File: config.mk
export PLATFORM = sky130hd
export DESIGN_NAME = source_route_range_table_flat
export DESIGN_NICKNAME = d
export VERILOG_FILES = /design/src/rtl/srrt_pkg.sv /design/src/rtl/srrt_chan_if.sv /design/src/rtl/srrt_ram.sv /design/src/rtl/source_route_range_table.sv /design/src/flat_wrapper.sv
export SDC_FILE = /design/constraint.sdc
export NUM_CORES = 2
export LEC_CHECK = 0
export BUFFER_PORTS_ARGS = -buffer_cell sky130_fd_sc_hd__buf_4
export CORE_MARGIN = 2
export CORE_UTILIZATION = 50
export DETAILED_ROUTE_END_ITERATION = 6
export PLACE_DENSITY = 0.66
export SYNTH_ARGS = -nofsm -noshare
export SYNTH_HDL_FRONTEND = slang
export SYNTH_SLANG_ARGS = --single-unit
File: constraint.sdc
create_clock -name clk -period 18.2 [get_ports clk]
set_clock_uncertainty 0.05 [all_clocks]
set_input_delay 1.82 -clock clk [delete_from_list [all_inputs] [get_ports clk]]
set_output_delay 1.82 -clock clk [all_outputs]
set_load 0.02 [all_outputs]
File: src/rtl/srrt_pkg.sv
// Shared types and codes for the source-route range table.
package srrt_pkg;

	localparam logic [2:0] MODE_ROUTE_HI = 3'd0;
	localparam logic [2:0] MODE_ROUTE_DF = 3'd1;
	localparam logic [2:0] MODE_ADD      = 3'd2;
	localparam logic [2:0] MODE_DELETE   = 3'd3;
	localparam logic [2:0] MODE_ATTACH   = 3'd4;
	localparam logic [2:0] MODE_DETACH   = 3'd5;

	localparam logic [1:0] STAT_OK       = 2'd0;
	localparam logic [1:0] STAT_NONAME   = 2'd1;
	localparam logic [1:0] STAT_FULL     = 2'd2;
	localparam logic [1:0] STAT_NOTFOUND = 2'd3;

	localparam logic [1:0] IFST_ABSENT = 2'd0;
	localparam logic [1:0] IFST_UP     = 2'd2;

	localparam logic [31:0] ADDR_BCAST = 32'hFFFF_FFFF;

	typedef struct packed {
		logic [2:0]  mode;
		logic [31:0] lookup_src;
		logic [31:0] lookup_dst;
		logic [31:0] src_lo;
		logic [31:0] src_hi;
		logic [31:0] dst_lo;
		logic [31:0] dst_hi;
		logic        exclude_dest;
		logic        high_priority;
		logic [3:0]  iface_id;
		logic [1:0]  iface_state;
		logic        admin_ok;
	} srrt_req_t;

	typedef struct packed {
		logic       hit;
		logic [3:0] out_iface;
		logic [1:0] status;
		logic [4:0] total_entries;
		logic [4:0] active_entries;
	} srrt_rsp_t;

	// Per-rule status bits as kept in the rule memory.
	typedef struct packed {
		logic [3:0] iface;
		logic       att;
		logic       run;
		logic       adm;
		logic       high;
		logic       excl;
		logic       used;
	} rule_attr_t;

	localparam int ATTR_W = $bits(rule_attr_t);
	localparam int BOUNDS_W = 128;

endpackage

File: src/rtl/srrt_chan_if.sv
// Valid/ready channel carrying one request or one result.
interface srrt_chan_if #(parameter type data_t = logic);
	logic  valid;
	logic  ready;
	data_t data;

	modport source(output valid, output data, input ready);
	modport sink(input valid, input data, output ready);
endinterface

File: src/rtl/srrt_ram.sv
// Generic single-write, single-read RAM with registered read data.
module srrt_ram #(
	parameter int WIDTH = 8,
	parameter int DEPTH = 16
) (
	input  logic                     clk,
	input  logic                     we,
	input  logic [$clog2(DEPTH)-1:0] waddr,
	input  logic [WIDTH-1:0]         wdata,
	input  logic [$clog2(DEPTH)-1:0] raddr,
	output logic [WIDTH-1:0]         rdata
);
	logic [WIDTH-1:0] mem_q [DEPTH];

	always_ff @(posedge clk) begin
		if (we) begin
			mem_q[waddr] <= wdata;
		end
		rdata <= mem_q[raddr];
	end
endmodule

File: src/rtl/source_route_range_table.sv
// Source-route rule table with a one-entry lookup cache, scanned one slot per cycle.
//
//   channel | dir | payload     | meaning
//   req     | in  | srrt_req_t  | route, add, delete, attach or detach request
//   rsp     | out | srrt_rsp_t  | one result per request
//
// Route ends early for a broadcast destination or when no rule is running, else checks the cached
// slot, then scans on a miss; a named add with room, attach and detach scan once; delete scans, then
// sweeps if a rule matches. The rule memory has a single read port, so each pass reads one slot per
// cycle. After reset a clearing pass empties every slot's rule attributes; no request is taken.
// A result waits in the output register; the next request is taken once it is placed there.
module source_route_range_table #(
	parameter int TABLE_ENTRIES = 16
) (
	input logic        clk,
	input logic        arst_n,
	srrt_chan_if.sink   req,
	srrt_chan_if.source rsp
);
	import srrt_pkg::*;

	localparam int IW  = (TABLE_ENTRIES > 1) ? $clog2(TABLE_ENTRIES) : 1;
	localparam int CW  = $clog2(TABLE_ENTRIES + 1);
	localparam int AGW = CW;
	localparam int MW  = ATTR_W + AGW;
	localparam logic [IW-1:0]  LAST    = IW'(TABLE_ENTRIES - 1);
	localparam logic [CW-1:0]  CNT_MAX = CW'(TABLE_ENTRIES);
	localparam logic [AGW-1:0] AGE_MAX = AGW'(TABLE_ENTRIES);

	localparam logic [2:0] ST_CLR   = 3'd0;
	localparam logic [2:0] ST_IDLE  = 3'd1;
	localparam logic [2:0] ST_CHIT  = 3'd2;
	localparam logic [2:0] ST_CCHK  = 3'd3;
	localparam logic [2:0] ST_SCAN  = 3'd4;
	localparam logic [2:0] ST_SWEEP = 3'd5;
	localparam logic [2:0] ST_FIN   = 3'd6;

	logic [2:0]     state_q;
	srrt_req_t      req_q;
	logic [IW-1:0]  rd_idx_q, d_idx_q;
	logic           rd_run_q, d_vld_q;
	logic [IW-1:0]  cache_slot_q;
	logic           cache_vld_q;
	logic [CW-1:0]  total_q, active_q;
	logic           found_q;
	logic           res_hit_q;
	logic [3:0]     res_if_q;
	logic [1:0]     res_stat_q;
	logic           rsp_vld_q;
	srrt_rsp_t      rsp_q;

	logic           rb_vld_q;
	logic [IW-1:0]  rb_idx_q;
	logic [AGW-1:0] rb_age_q;
	logic [3:0]     rb_if_q;
	logic           dh_vld_q, dd_vld_q, dh_run_q, dd_run_q;
	logic [IW-1:0]  dh_idx_q, dd_idx_q, del_idx_q;
	logic [AGW-1:0] dh_age_q, dd_age_q, del_age_q;

	logic [IW-1:0]         raddr, waddr;
	logic                  m_we, b_we;
	logic [MW-1:0]         m_wdata, m_rd;
	logic [BOUNDS_W-1:0]   b_wdata, b_rd;
	rule_attr_t            attr, new_attr, wattr;
	logic [AGW-1:0]        age;
	logic [31:0]           s_lo, s_hi, d_lo, d_hi;
	logic                  src_in, dst_in, rmatch, rvalid, route_ok, key_ok;
	logic                  take_r, take_dh, take_dd, last;
	logic                  add_slot, att_hit, det_hit;
	logic                  accept;

	assign accept = req.valid && req.ready;
	assign req.ready = (state_q == ST_IDLE);
	assign rsp.valid = rsp_vld_q;
	assign rsp.data = rsp_q;

	assign raddr = (state_q == ST_CHIT) ? cache_slot_q : rd_idx_q;
	assign waddr = (state_q == ST_CLR) ? rd_idx_q : d_idx_q;
	assign b_wdata = {req_q.dst_hi, req_q.dst_lo, req_q.src_hi, req_q.src_lo};

	srrt_ram #(.WIDTH(BOUNDS_W), .DEPTH(TABLE_ENTRIES)) u_bounds (
		.clk(clk), .we(b_we), .waddr(waddr), .wdata(b_wdata), .raddr(raddr), .rdata(b_rd)
	);

	srrt_ram #(.WIDTH(MW), .DEPTH(TABLE_ENTRIES)) u_meta (
		.clk(clk), .we(m_we), .waddr(waddr), .wdata(m_wdata), .raddr(raddr), .rdata(m_rd)
	);

	// Shared compare unit: checks the slot just read against the held request.
	always_comb begin
		attr = rule_attr_t'(m_rd[ATTR_W-1:0]);
		age = m_rd[MW-1:ATTR_W];
		s_lo = b_rd[31:0];
		s_hi = b_rd[63:32];
		d_lo = b_rd[95:64];
		d_hi = b_rd[127:96];
		src_in = (req_q.lookup_src >= s_lo) && (req_q.lookup_src <= s_hi);
		dst_in = (req_q.lookup_dst >= d_lo) && (req_q.lookup_dst <= d_hi);
		rmatch = src_in && (attr.excl ? !dst_in : dst_in);
		rvalid = attr.used && attr.adm && attr.run;
		route_ok = rvalid && rmatch && (attr.high == (req_q.mode == MODE_ROUTE_HI));
		key_ok = attr.used && (b_rd == b_wdata);
		last = d_vld_q && (d_idx_q == LAST);
		take_r = d_vld_q && route_ok && (!rb_vld_q || age < rb_age_q);
		take_dh = d_vld_q && key_ok && attr.high && (!dh_vld_q || age < dh_age_q);
		take_dd = d_vld_q && key_ok && !attr.high && (!dd_vld_q || age < dd_age_q);
	end

	always_comb begin
		new_attr.iface = req_q.iface_id;
		new_attr.att = (req_q.iface_state != IFST_ABSENT);
		new_attr.run = (req_q.iface_state == IFST_UP);
		new_attr.adm = req_q.admin_ok;
		new_attr.high = req_q.high_priority;
		new_attr.excl = req_q.exclude_dest;
		new_attr.used = 1'b1;
		wattr = attr;
		m_we = 1'b0;
		b_we = 1'b0;
		m_wdata = m_rd;
		add_slot = 1'b0;
		att_hit = 1'b0;
		det_hit = 1'b0;
		case (state_q)
			ST_CLR: begin
				m_we = 1'b1;
				m_wdata = '0;
			end
			ST_SCAN: begin
				if (d_vld_q) begin
					case (req_q.mode)
						MODE_ADD: begin
							if (!attr.used && !found_q) begin
								m_we = 1'b1;
								b_we = 1'b1;
								add_slot = 1'b1;
								m_wdata = {AGW'(0), new_attr};
							end else if (attr.used && age < AGE_MAX) begin
								m_we = 1'b1;
								m_wdata = {age + AGW'(1), attr};
							end
						end
						MODE_ATTACH: begin
							if (attr.used && !attr.att && attr.iface == req_q.iface_id) begin
								wattr.att = 1'b1;
								wattr.run = 1'b1;
								m_we = 1'b1;
								att_hit = 1'b1;
								m_wdata = {age, wattr};
							end
						end
						MODE_DETACH: begin
							if (attr.used && attr.att && attr.iface == req_q.iface_id) begin
								wattr.att = 1'b0;
								wattr.run = 1'b0;
								m_we = 1'b1;
								det_hit = 1'b1;
								m_wdata = {age, wattr};
							end
						end
						default: ;
					endcase
				end
			end
			ST_SWEEP: begin
				if (d_vld_q) begin
					if (d_idx_q == del_idx_q) begin
						m_we = 1'b1;
						m_wdata = '0;
					end else if (attr.used && age > del_age_q) begin
						m_we = 1'b1;
						m_wdata = {age - AGW'(1), attr};
					end
				end
			end
			default: ;
		endcase
	end

	always_ff @(posedge clk or negedge arst_n) begin
		if (!arst_n) begin
			state_q <= ST_CLR;
			rd_idx_q <= '0;
			rd_run_q <= 1'b0;
			d_vld_q <= 1'b0;
			d_idx_q <= '0;
			cache_slot_q <= '0;
			cache_vld_q <= 1'b0;
			total_q <= '0;
			active_q <= '0;
			found_q <= 1'b0;
			rsp_vld_q <= 1'b0;
			rb_vld_q <= 1'b0;
			dh_vld_q <= 1'b0;
			dd_vld_q <= 1'b0;
		end else begin
			d_vld_q <= rd_run_q;
			d_idx_q <= rd_idx_q;
			if (rd_run_q) begin
				rd_idx_q <= rd_idx_q + IW'(1);
				if (rd_idx_q == LAST) begin
					rd_run_q <= 1'b0;
				end
			end
			if (rsp_vld_q && rsp.ready && state_q != ST_FIN) begin
				rsp_vld_q <= 1'b0;
			end

			// Per-slot side effects of the scan.
			if (take_r) begin
				rb_vld_q <= 1'b1;
				rb_idx_q <= d_idx_q;
				rb_age_q <= age;
				rb_if_q <= attr.iface;
			end
			if (take_dh) begin
				dh_vld_q <= 1'b1;
				dh_idx_q <= d_idx_q;
				dh_age_q <= age;
				dh_run_q <= attr.run;
			end
			if (take_dd) begin
				dd_vld_q <= 1'b1;
				dd_idx_q <= d_idx_q;
				dd_age_q <= age;
				dd_run_q <= attr.run;
			end
			if (add_slot) begin
				found_q <= 1'b1;
				if (cache_vld_q && cache_slot_q == d_idx_q) begin
					cache_vld_q <= 1'b0;
				end
			end
			if (att_hit && active_q < CNT_MAX) begin
				active_q <= active_q + CW'(1);
			end
			if (det_hit) begin
				if (active_q != '0) begin
					active_q <= active_q - CW'(1);
				end
				if (cache_vld_q && cache_slot_q == d_idx_q) begin
					cache_vld_q <= 1'b0;
				end
			end

			case (state_q)
				ST_CLR: begin
					rd_idx_q <= rd_idx_q + IW'(1);
					if (rd_idx_q == LAST) begin
						state_q <= ST_IDLE;
					end
				end
				ST_IDLE: begin
					if (accept) begin
						req_q <= req.data;
						res_hit_q <= 1'b0;
						res_if_q <= '0;
						res_stat_q <= STAT_OK;
						rb_vld_q <= 1'b0;
						dh_vld_q <= 1'b0;
						dd_vld_q <= 1'b0;
						found_q <= 1'b0;
						rd_idx_q <= '0;
						state_q <= ST_FIN;
						case (req.data.mode)
							MODE_ROUTE_HI, MODE_ROUTE_DF: begin
								if (req.data.lookup_dst != ADDR_BCAST && active_q != '0) begin
									if (cache_vld_q) begin
										state_q <= ST_CHIT;
									end else begin
										rd_run_q <= 1'b1;
										state_q <= ST_SCAN;
									end
								end
							end
							MODE_ADD: begin
								if (req.data.iface_id == '0) begin
									res_stat_q <= STAT_NONAME;
								end else if (total_q >= CNT_MAX) begin
									res_stat_q <= STAT_FULL;
								end else begin
									total_q <= total_q + CW'(1);
									if (req.data.iface_state == IFST_UP && active_q < CNT_MAX) begin
										active_q <= active_q + CW'(1);
									end
									rd_run_q <= 1'b1;
									state_q <= ST_SCAN;
								end
							end
							MODE_DELETE, MODE_ATTACH, MODE_DETACH: begin
								rd_run_q <= 1'b1;
								state_q <= ST_SCAN;
							end
							default: ;
						endcase
					end
				end
				ST_CHIT: begin
					state_q <= ST_CCHK;
				end
				ST_CCHK: begin
					// The cached rule answers for either class.
					if (rvalid && rmatch) begin
						res_hit_q <= 1'b1;
						res_if_q <= attr.iface;
						state_q <= ST_FIN;
					end else begin
						rd_idx_q <= '0;
						rd_run_q <= 1'b1;
						state_q <= ST_SCAN;
					end
				end
				ST_SCAN: begin
					if (last) begin
						state_q <= ST_FIN;
						case (req_q.mode)
							MODE_ROUTE_HI, MODE_ROUTE_DF: begin
								if (take_r || rb_vld_q) begin
									res_hit_q <= 1'b1;
									res_if_q <= take_r ? attr.iface : rb_if_q;
									cache_slot_q <= take_r ? d_idx_q : rb_idx_q;
									cache_vld_q <= 1'b1;
								end
							end
							MODE_DELETE: begin
								if (take_dh || dh_vld_q || take_dd || dd_vld_q) begin
									if (take_dh || dh_vld_q) begin
										del_idx_q <= take_dh ? d_idx_q : dh_idx_q;
										del_age_q <= take_dh ? age : dh_age_q;
										if ((take_dh ? attr.run : dh_run_q) && active_q != '0) begin
											active_q <= active_q - CW'(1);
										end
										if (cache_vld_q && cache_slot_q == (take_dh ? d_idx_q : dh_idx_q)) begin
											cache_vld_q <= 1'b0;
										end
									end else begin
										del_idx_q <= take_dd ? d_idx_q : dd_idx_q;
										del_age_q <= take_dd ? age : dd_age_q;
										if ((take_dd ? attr.run : dd_run_q) && active_q != '0) begin
											active_q <= active_q - CW'(1);
										end
										if (cache_vld_q && cache_slot_q == (take_dd ? d_idx_q : dd_idx_q)) begin
											cache_vld_q <= 1'b0;
										end
									end
									if (total_q != '0) begin
										total_q <= total_q - CW'(1);
									end
									rd_idx_q <= '0;
									rd_run_q <= 1'b1;
									state_q <= ST_SWEEP;
								end else begin
									res_stat_q <= STAT_NOTFOUND;
								end
							end
							default: ;
						endcase
					end
				end
				ST_SWEEP: begin
					if (last) begin
						state_q <= ST_FIN;
					end
				end
				ST_FIN: begin
					if (!rsp_vld_q || rsp.ready) begin
						rsp_vld_q <= 1'b1;
						state_q <= ST_IDLE;
					end
				end
				default: state_q <= ST_IDLE;
			endcase
		end
	end

	always_ff @(posedge clk) begin
		if (state_q == ST_FIN && (!rsp_vld_q || rsp.ready)) begin
			rsp_q.hit <= res_hit_q;
			rsp_q.out_iface <= res_if_q;
			rsp_q.status <= res_stat_q;
			rsp_q.total_entries <= 5'(total_q);
			rsp_q.active_entries <= 5'(active_q);
		end
	end

	a_active_le_total: assert property (@(posedge clk) disable iff (!arst_n)
		active_q <= total_q)
		else $error("running rule count exceeds stored rule count");

	a_total_bound: assert property (@(posedge clk) disable iff (!arst_n)
		total_q <= CNT_MAX)
		else $error("stored rule count above table size");

	a_hit_named: assert property (@(posedge clk) disable iff (!arst_n)
		rsp_vld_q && rsp_q.hit |-> rsp_q.out_iface != '0 && rsp_q.status == STAT_OK)
		else $error("route hit without interface or with error status");

	a_busy_not_ready: assert property (@(posedge clk) disable iff (!arst_n)
		(state_q == ST_SCAN || state_q == ST_SWEEP) |-> !req.ready)
		else $error("request taken during a table scan");
endmodule

File: src/flat_wrapper.sv
// flat-port wrapper written by rule: the top's interface ports become plain ports
module source_route_range_table_flat import srrt_pkg::*;
#(
	parameter int TABLE_ENTRIES = 16
)
  (clk, arst_n, req_valid, req_data, req_ready, rsp_valid, rsp_data, rsp_ready);
  srrt_chan_if #(.data_t(srrt_req_t)) req_i ();
  srrt_chan_if #(.data_t(srrt_rsp_t)) rsp_i ();
  input logic clk;
  input logic arst_n;
  input wire logic [$bits(req_i.valid)-1:0] req_valid;
  input wire logic [$bits(req_i.data)-1:0] req_data;
  output wire logic [$bits(req_i.ready)-1:0] req_ready;
  output wire logic [$bits(rsp_i.valid)-1:0] rsp_valid;
  output wire logic [$bits(rsp_i.data)-1:0] rsp_data;
  input wire logic [$bits(rsp_i.ready)-1:0] rsp_ready;
  assign req_i.valid = req_valid;
  assign req_i.data = req_data;
  assign req_ready = req_i.ready;
  assign rsp_valid = rsp_i.valid;
  assign rsp_data = rsp_i.data;
  assign rsp_i.ready = rsp_ready;
  source_route_range_table #(.TABLE_ENTRIES(TABLE_ENTRIES)) u_core (.clk(clk), .arst_n(arst_n), .req(req_i), .rsp(rsp_i));
endmodule
Yosys cells after proc, flatten, opt, wreduce, memory -nomap -nowiden
Memory sizes are Yosys's and may differ from the RTL's. A register that Yosys moved wholly into a read port is not among the register bits.
Cells that the tools add are included.

operators by class
  eq/ne operators = 44
  reduce and logical (&&, ||, !) cells = 72
  shifts and indexed selects = 0
  $mul = 0
  multiplexer cells = 152
  magnitude comparators = 11
  div/mod/pow operators = 0
  add/subtract/negate cells = 7
  bitwise operators = 0

operators with widths
  kind                    count
  $eq A128 B128 Y1        1
  $mux W5                 25
  $mux W15                6
  $pmux W15 S3            2
  $mux W4                 18
  $mux W1                 67
  $ge A32 B32 Y1          2
  $le A32 B32 Y1          2
  $logic_and A1 B1 Y1     35
  $ne A32 B32 Y1 const B  1
  $mux W3                 9
  $eq A3 B3 Y1 const B    7
  $pmux W3 S7             1
  $eq A4 B4 Y1            5
  $mux W2                 10
  $pmux W5 S2             2
  $eq A3 B2 Y1 const B    6
  $ne A2 B1 Y1 const B    8
  $pmux W4 S4             1
  $add A5 B1 Y5 const B   3
  $lt A5 B5 Y1            3
  $pmux W1 S3             5
  $sub A5 B1 Y5 const B   3
  $ne A2 B2 Y1 const B    7
  other kinds (30)        57

storage, ports and cells
  bits in read-only memories = 0
  memories = 2
  bits in registers = 303
  input port bits = 208
  bits in writable memories = 2288
  bits in latches = 0
  output and inout port bits = 19

memory list
  memory                 words  width  rd ports  clocked after Yosys merged registers in  wr ports  RTL line        RTL
  u_core.u_bounds.mem_q  16     128    1         1                                        1         srrt_ram.sv:13  logic [WIDTH-1:0] mem_q [DEPTH];
  u_core.u_meta.mem_q    16     15     1         1                                        1         srrt_ram.sv:13

Longest topological paths before layout
  word-level depth = 17
  gate-level depth with buffers = 13
  depth with buffers taken out = 12

Modules after synthesis
From an unflattened synthesis, not the netlist that was laid out.

unflattened totals
  cells, all modules = 5358
  area total of the unflattened synthesis = 106398.3 µm²

by module, submodules not included
  module                       sequential area each (µm²)  cells each  area each (µm²)  times used
  srrt_ram at u_core.u_bounds  64061.4                     3365        79331.1          1
  source_route_range_table     8933.6                      1587        17620.6          1
  srrt_ram at u_core.u_meta    7507.2                      406         9446.6           1

Worst setup path after synthesis
OpenSTA, ideal clock, no wires.

  kind = input-to-reg
  start = input arst_n
  end = register u_core.req_q, in the netlist u_core.b_wdata[0] (enable)
  library setup time = 1019 ps
  arrival = 15627 ps
  path buffers = 0
  required time = 17131 ps
  setup slack = 1504 ps
  stages = 2
  path through = inv_1 -> nor3_1

on the way
  longest elaborated chain between the ends = 1

RTL lines
  element                             RTL line                         RTL
  from (decl)                         flat_wrapper.sv:10               input logic arst_n;
  $reduce_and A3 Y1 (no source line)  n/a
  to (signal assigned)                source_route_range_table.sv:255  req_q <= req.data;
  to (decl)                           source_route_range_table.sv:39   srrt_req_t req_q;

Every way passes these cells.
A chain may end at the register's enable or synchronous reset.

Worst setup path after layout
  start = register u_core.state_q[1]
  end = register u_core.u_bounds.rdata[81] (read register of u_core.u_bounds.mem_q)

on the way
  longest elaborated chain between the ends = 2

RTL lines
  element                 RTL line                         RTL
  from (decl)             source_route_range_table.sv:38   logic [2:0] state_q;
  from (signal assigned)  source_route_range_table.sv:182  state_q <= ST_CLR;
  from (signal assigned)  source_route_range_table.sv:250  state_q <= ST_IDLE;
  from (signal assigned)  source_route_range_table.sv:264  state_q <= ST_FIN;
  $eq A3 B2 Y1            source_route_range_table.sv:77   assign raddr = (state_q == ST_CHIT) ? cache_slot_q : rd_idx_q;
  $mux W4                 source_route_range_table.sv:77
  to (decl)               srrt_ram.sv:11                   output logic [WIDTH-1:0] rdata

Every way passes these cells.

==> impl_metrics.csv <==
group,metric,value,unit
status,status,"complete, but fails checks",
status,violations,"DRC",
yosys,synth-edff-count,2558,
critical_path,cp_data_arrival_time,7.10,ns
clock_network,cts_setup_buffers,0,
clock_network,cts_buffer_depth,4,
detailed_routing,wirelength,281000,um
hold_path,min_from,"u_core.res_stat_q[0]$_SDFFCE_PP1P_",
yosys,syn_area,107000,um2
pwr,power.density,152,nW/um2
yosys,avgSynthCellArea,19.0,um2
grt,grt_pass1_wl,401000,um
sta,period_minus_slack,6.39,ns
die,dieWidth,466,um
detailed_routing,initialDrtViolationCount,7011,
clock_network,numCtsBuffers,295,
die,start_util,50.4,%
placement,gp_congestion,0.885,
grt,grt_pass1_vias,55117,
yosys,postSynth.asyncResetShare,1.21,%
critical_path,slowest_delay,0.93,ns
yosys,ys.flop_type,"edfxtp_1",
sta,fin_setup_tns,0,ns
clock_network,clkTransAtPathRegs,0.06,ns
sta,rsz0062_at_grt,"no",
critical_path,timing.rr.start,"u_core.state_q[1]$_DFFE_PN0P_",
grt,grt_max_degree,148,
grt,grt_util_all_layers,25.7,%
die,rows,169,
yosys,synth_cell_type_count,90,
critical_path,cp.required,18.90,ns
clock_network,clock-sinks,2734,
final_layout,synthToLayoutAreaGrowth,13.9,%
run,max_cap_violations,0,
detailed_routing,route.detailed.drc,1,
placement,dp_slack,11.71,ns
die,ios,227,
detailed_routing,vias_per_cell,6.22,
final_layout,seq_area,80500,um2
yosys,synth-seq-cells,2734,
detailed_routing,drt_first_pass_iters,7,
critical_path,cp-end-kind,"flip-flop",
critical_path,slowest_stage,"nor3_2",
final_layout,nNetsFinal,6365,
pwr,power.leakage,40.5,nW
critical_path,cp_common_cell,"buf_4",
clock_network,clock_latency,0.94,ns
grt,grt.overflow.total,0,
clock_network,tritoncts,"done",
pwr,ir_worst_vdd,131,uV
yosys,yosys_warnings,0,
sta,setup_ws,11.81,ns
critical_path,worst-path-buf-inv,4,
sta,hold_viol_final,0,
final_layout,fillers,15637,
detailed_routing,wl_per_cell,31.0,um
die,die_area,218000,um2
clock_network,clockRootBuffer,"clkbuf_16",
placement,dp_hpwl,156000,um
critical_path,worstPathMaxFanout,47,
sta,finalCritPeriodShare,35.1,%
die,fp.dieH,466,um
clock_network,cts-htree-levels,5,
critical_path,cp-start-kind,"flip-flop",
detailed_routing,ant_nets,0,
clock_network,cts_resized,0,
hold_path,hold_path.class,"flip-flop to flip-flop",
placement,port-buffer-count,226,
detailed_routing,via_count,56219,
die,core_region_area,212000,um2
yosys,syn_inst,5629,
critical_path,crit_chain,"inv_1, nor3_2, nor2_1, a21oi_4, buf_4, buf_4, buf_4, mux4_2, and2_1, a211oi_1, a31oi_1",
critical_path,path_class,"flip-flop to flip-flop",
sta,worst-slew-pin-transition,1.28,ns
sta,setup_viol,0,
final_layout,drive_gt1_share,22.1,%
yosys,synth-seq-area-share,75.3,%
critical_path,crit_start,"u_core.state_q[1]$_DFFE_PN0P_",
critical_path,cp_top_family,"buffers and inverters",
grt,antenna_found_initial,5,
yosys,synth_nets,5992,
sta,relSlewSlack,14.0,%
sta,slew_viol_final,0,
sta,fmax,0.156,GHz
final_layout,multiInputGateArea,24800,um2
clock_network,hold_buffers,0,
==> kinds of logic after synthesis <==
group           Yosys count  share of synthesized area, %
fa+ha+maj               155                          1.82
buf+inv                 448                          1.66
flops                  2734                          75.3
simple gates            975                          4.40
mux                     585                          11.9
compound gates          644                          4.19
xor+xnor                 88                         0.721
==> metrics by stage <==
| step | total power [mW] | utilization [%] | hold WS (ns) | instances | cell area, um2 |
|---|---|---|---|---|---|
| 2_1_floorplan | 11.1 | - | 0.350 | 5629 | 107000 |
| 3_3_place_gp | 12.7 | 52.9 | 0.353 | 8526 | 112000 |
| 3_5_place_dp | 12.8 | 52.9 | 0.355 | 8526 | 112000 |
| 4_1_cts | 18.6 | 57.3 | 0.355 | 9039 | 122000 |
| 5_1_grt | 19.2 | 57.3 | 0.363 | 9040 | 122000 |
| 6_report | 18.5 | 57.3 | 0.350 | 9041 | 122000 |
==> per-layer routing <==
metal	up-vias	track usage (%)	wire length (um)
li1	23417	-	-
met1	29659	36.3	113000
met2	2649	40.9	135000
met3	492	3.90	21500
met4	2	9.59	11200
met5	-	0	13
==> synth_stat cells, types with 33 or more instances <==
cell type  number  area [um2]
nand4_1        47         294
edfxtp_1     2558       76800
ha_1          154        1930
dfxtp_1       143        2860
clkbuf_1      180         676
nand2_1       467        1750
and2_1        135         845
nand3_1        49         245
mux4_2        546       12300
a21oi_1        73         365
a211oi_1      145        1090
o21ai_0        69         345
buf_2          62         310
xor2_1         40         350
xnor2_1        48         420
nor2b_1        52         325
dfrtp_1        33         826
inv_1         181         679
a31oi_1       157         982
nor2_1         98         368
==> registers in the layout, summed over array words and instances (netlist names), 5 cells and up <==
signal	cells
u_core.rb_age_q	5
u_core.rsp.data	17
u_core.req_q	69
u_core.u_meta.rdata	15
u_core.b_wdata	128
u_core.dd_age_q	5
u_core.active_q	5
u_core.del_age_q	5
u_core.u_bounds.mem_q	2048
u_core.total_q	5
u_core.u_meta.mem_q	240
u_core.dh_age_q	5
u_core.u_bounds.rdata	128
u_core.new_attr	7
==> layout by cell type, fill, tap and decap left out, types with 20 or more instances in the layout <==
master     count
clkinv_2      30
nor2b_1       52
bufinv_16     29
a311oi_1      27
edfxtp_1    2558
a211oi_1     145
xnor2_1       48
a21oi_1       69
clkbuf_16    299
clkbuf_8      24
dfrtp_1       33
nor3_1        23
mux4_2       546
nor2_1        81
nand2b_1      27
dfxtp_1      143
a21o_1        28
clkbuf_1      63
a31oi_1      157
nand4_1       47
o21ai_0       69
nand2_1      467
xor2_1        40
nand3_1       49
buf_4        325
ha_1         154
and2_1       135
inv_1        181
mux2_2        26
clkinv_1      47
nor4_1        20
==> worst reg2reg max path, cell delays in order (launching register included) <==
cell and delay, ns:
dfrtp_1 0.61, inv_1 0.22, nor3_2 0.93, nor2_1 0.21, a21oi_4 0.63, buf_4 0.78
buf_4 0.78, buf_4 0.92, mux4_2 0.66, and2_1 0.17, a211oi_1 0.24, a31oi_1 0.06
==> worst paths after layout <==
kind	end	slack [ns]	cells after the start
min in group asynchronous	u_core.active_q[4]$_DFF_PN0_	0.81	1
min	u_core.rsp.data[10]$_DFFE_PP_	0.35	0
max reg2reg	u_core.u_bounds.rdata[81]$_DFF_P_	11.81	11
min reg2reg	u_core.rsp.data[10]$_DFFE_PP_	0.35	0
max	u_core.u_bounds.rdata[81]$_DFF_P_	11.81	11
max in group asynchronous	u_core.rd_run_q$_DFF_PN0_	16.42	2
==> cell type report <==
| cell class | count | area share, % |
|---|---|---|
| sequential | 2734 | 66.1 |
| multi-input combinational | 2447 | 20.4 |
| clock buffer | 386 | 6.61 |
| tap | 2821 | 2.90 |
| timing repair buffer | 340 | 2.25 |
| clock inverter | 127 | 1.14 |
| inverter | 184 | 0.567 |
| antenna | 2 | 0.00411 |
==> report_power, final <==
part	leakage, nW	switching (mW)	internal [mW]
clock	4.60	2.38	3.52
combinational	11.2	2.81	2.00
sequential	24.7	0.423	7.39
total	40.5	5.62	12.9
(Power assumes the default switching activity.)
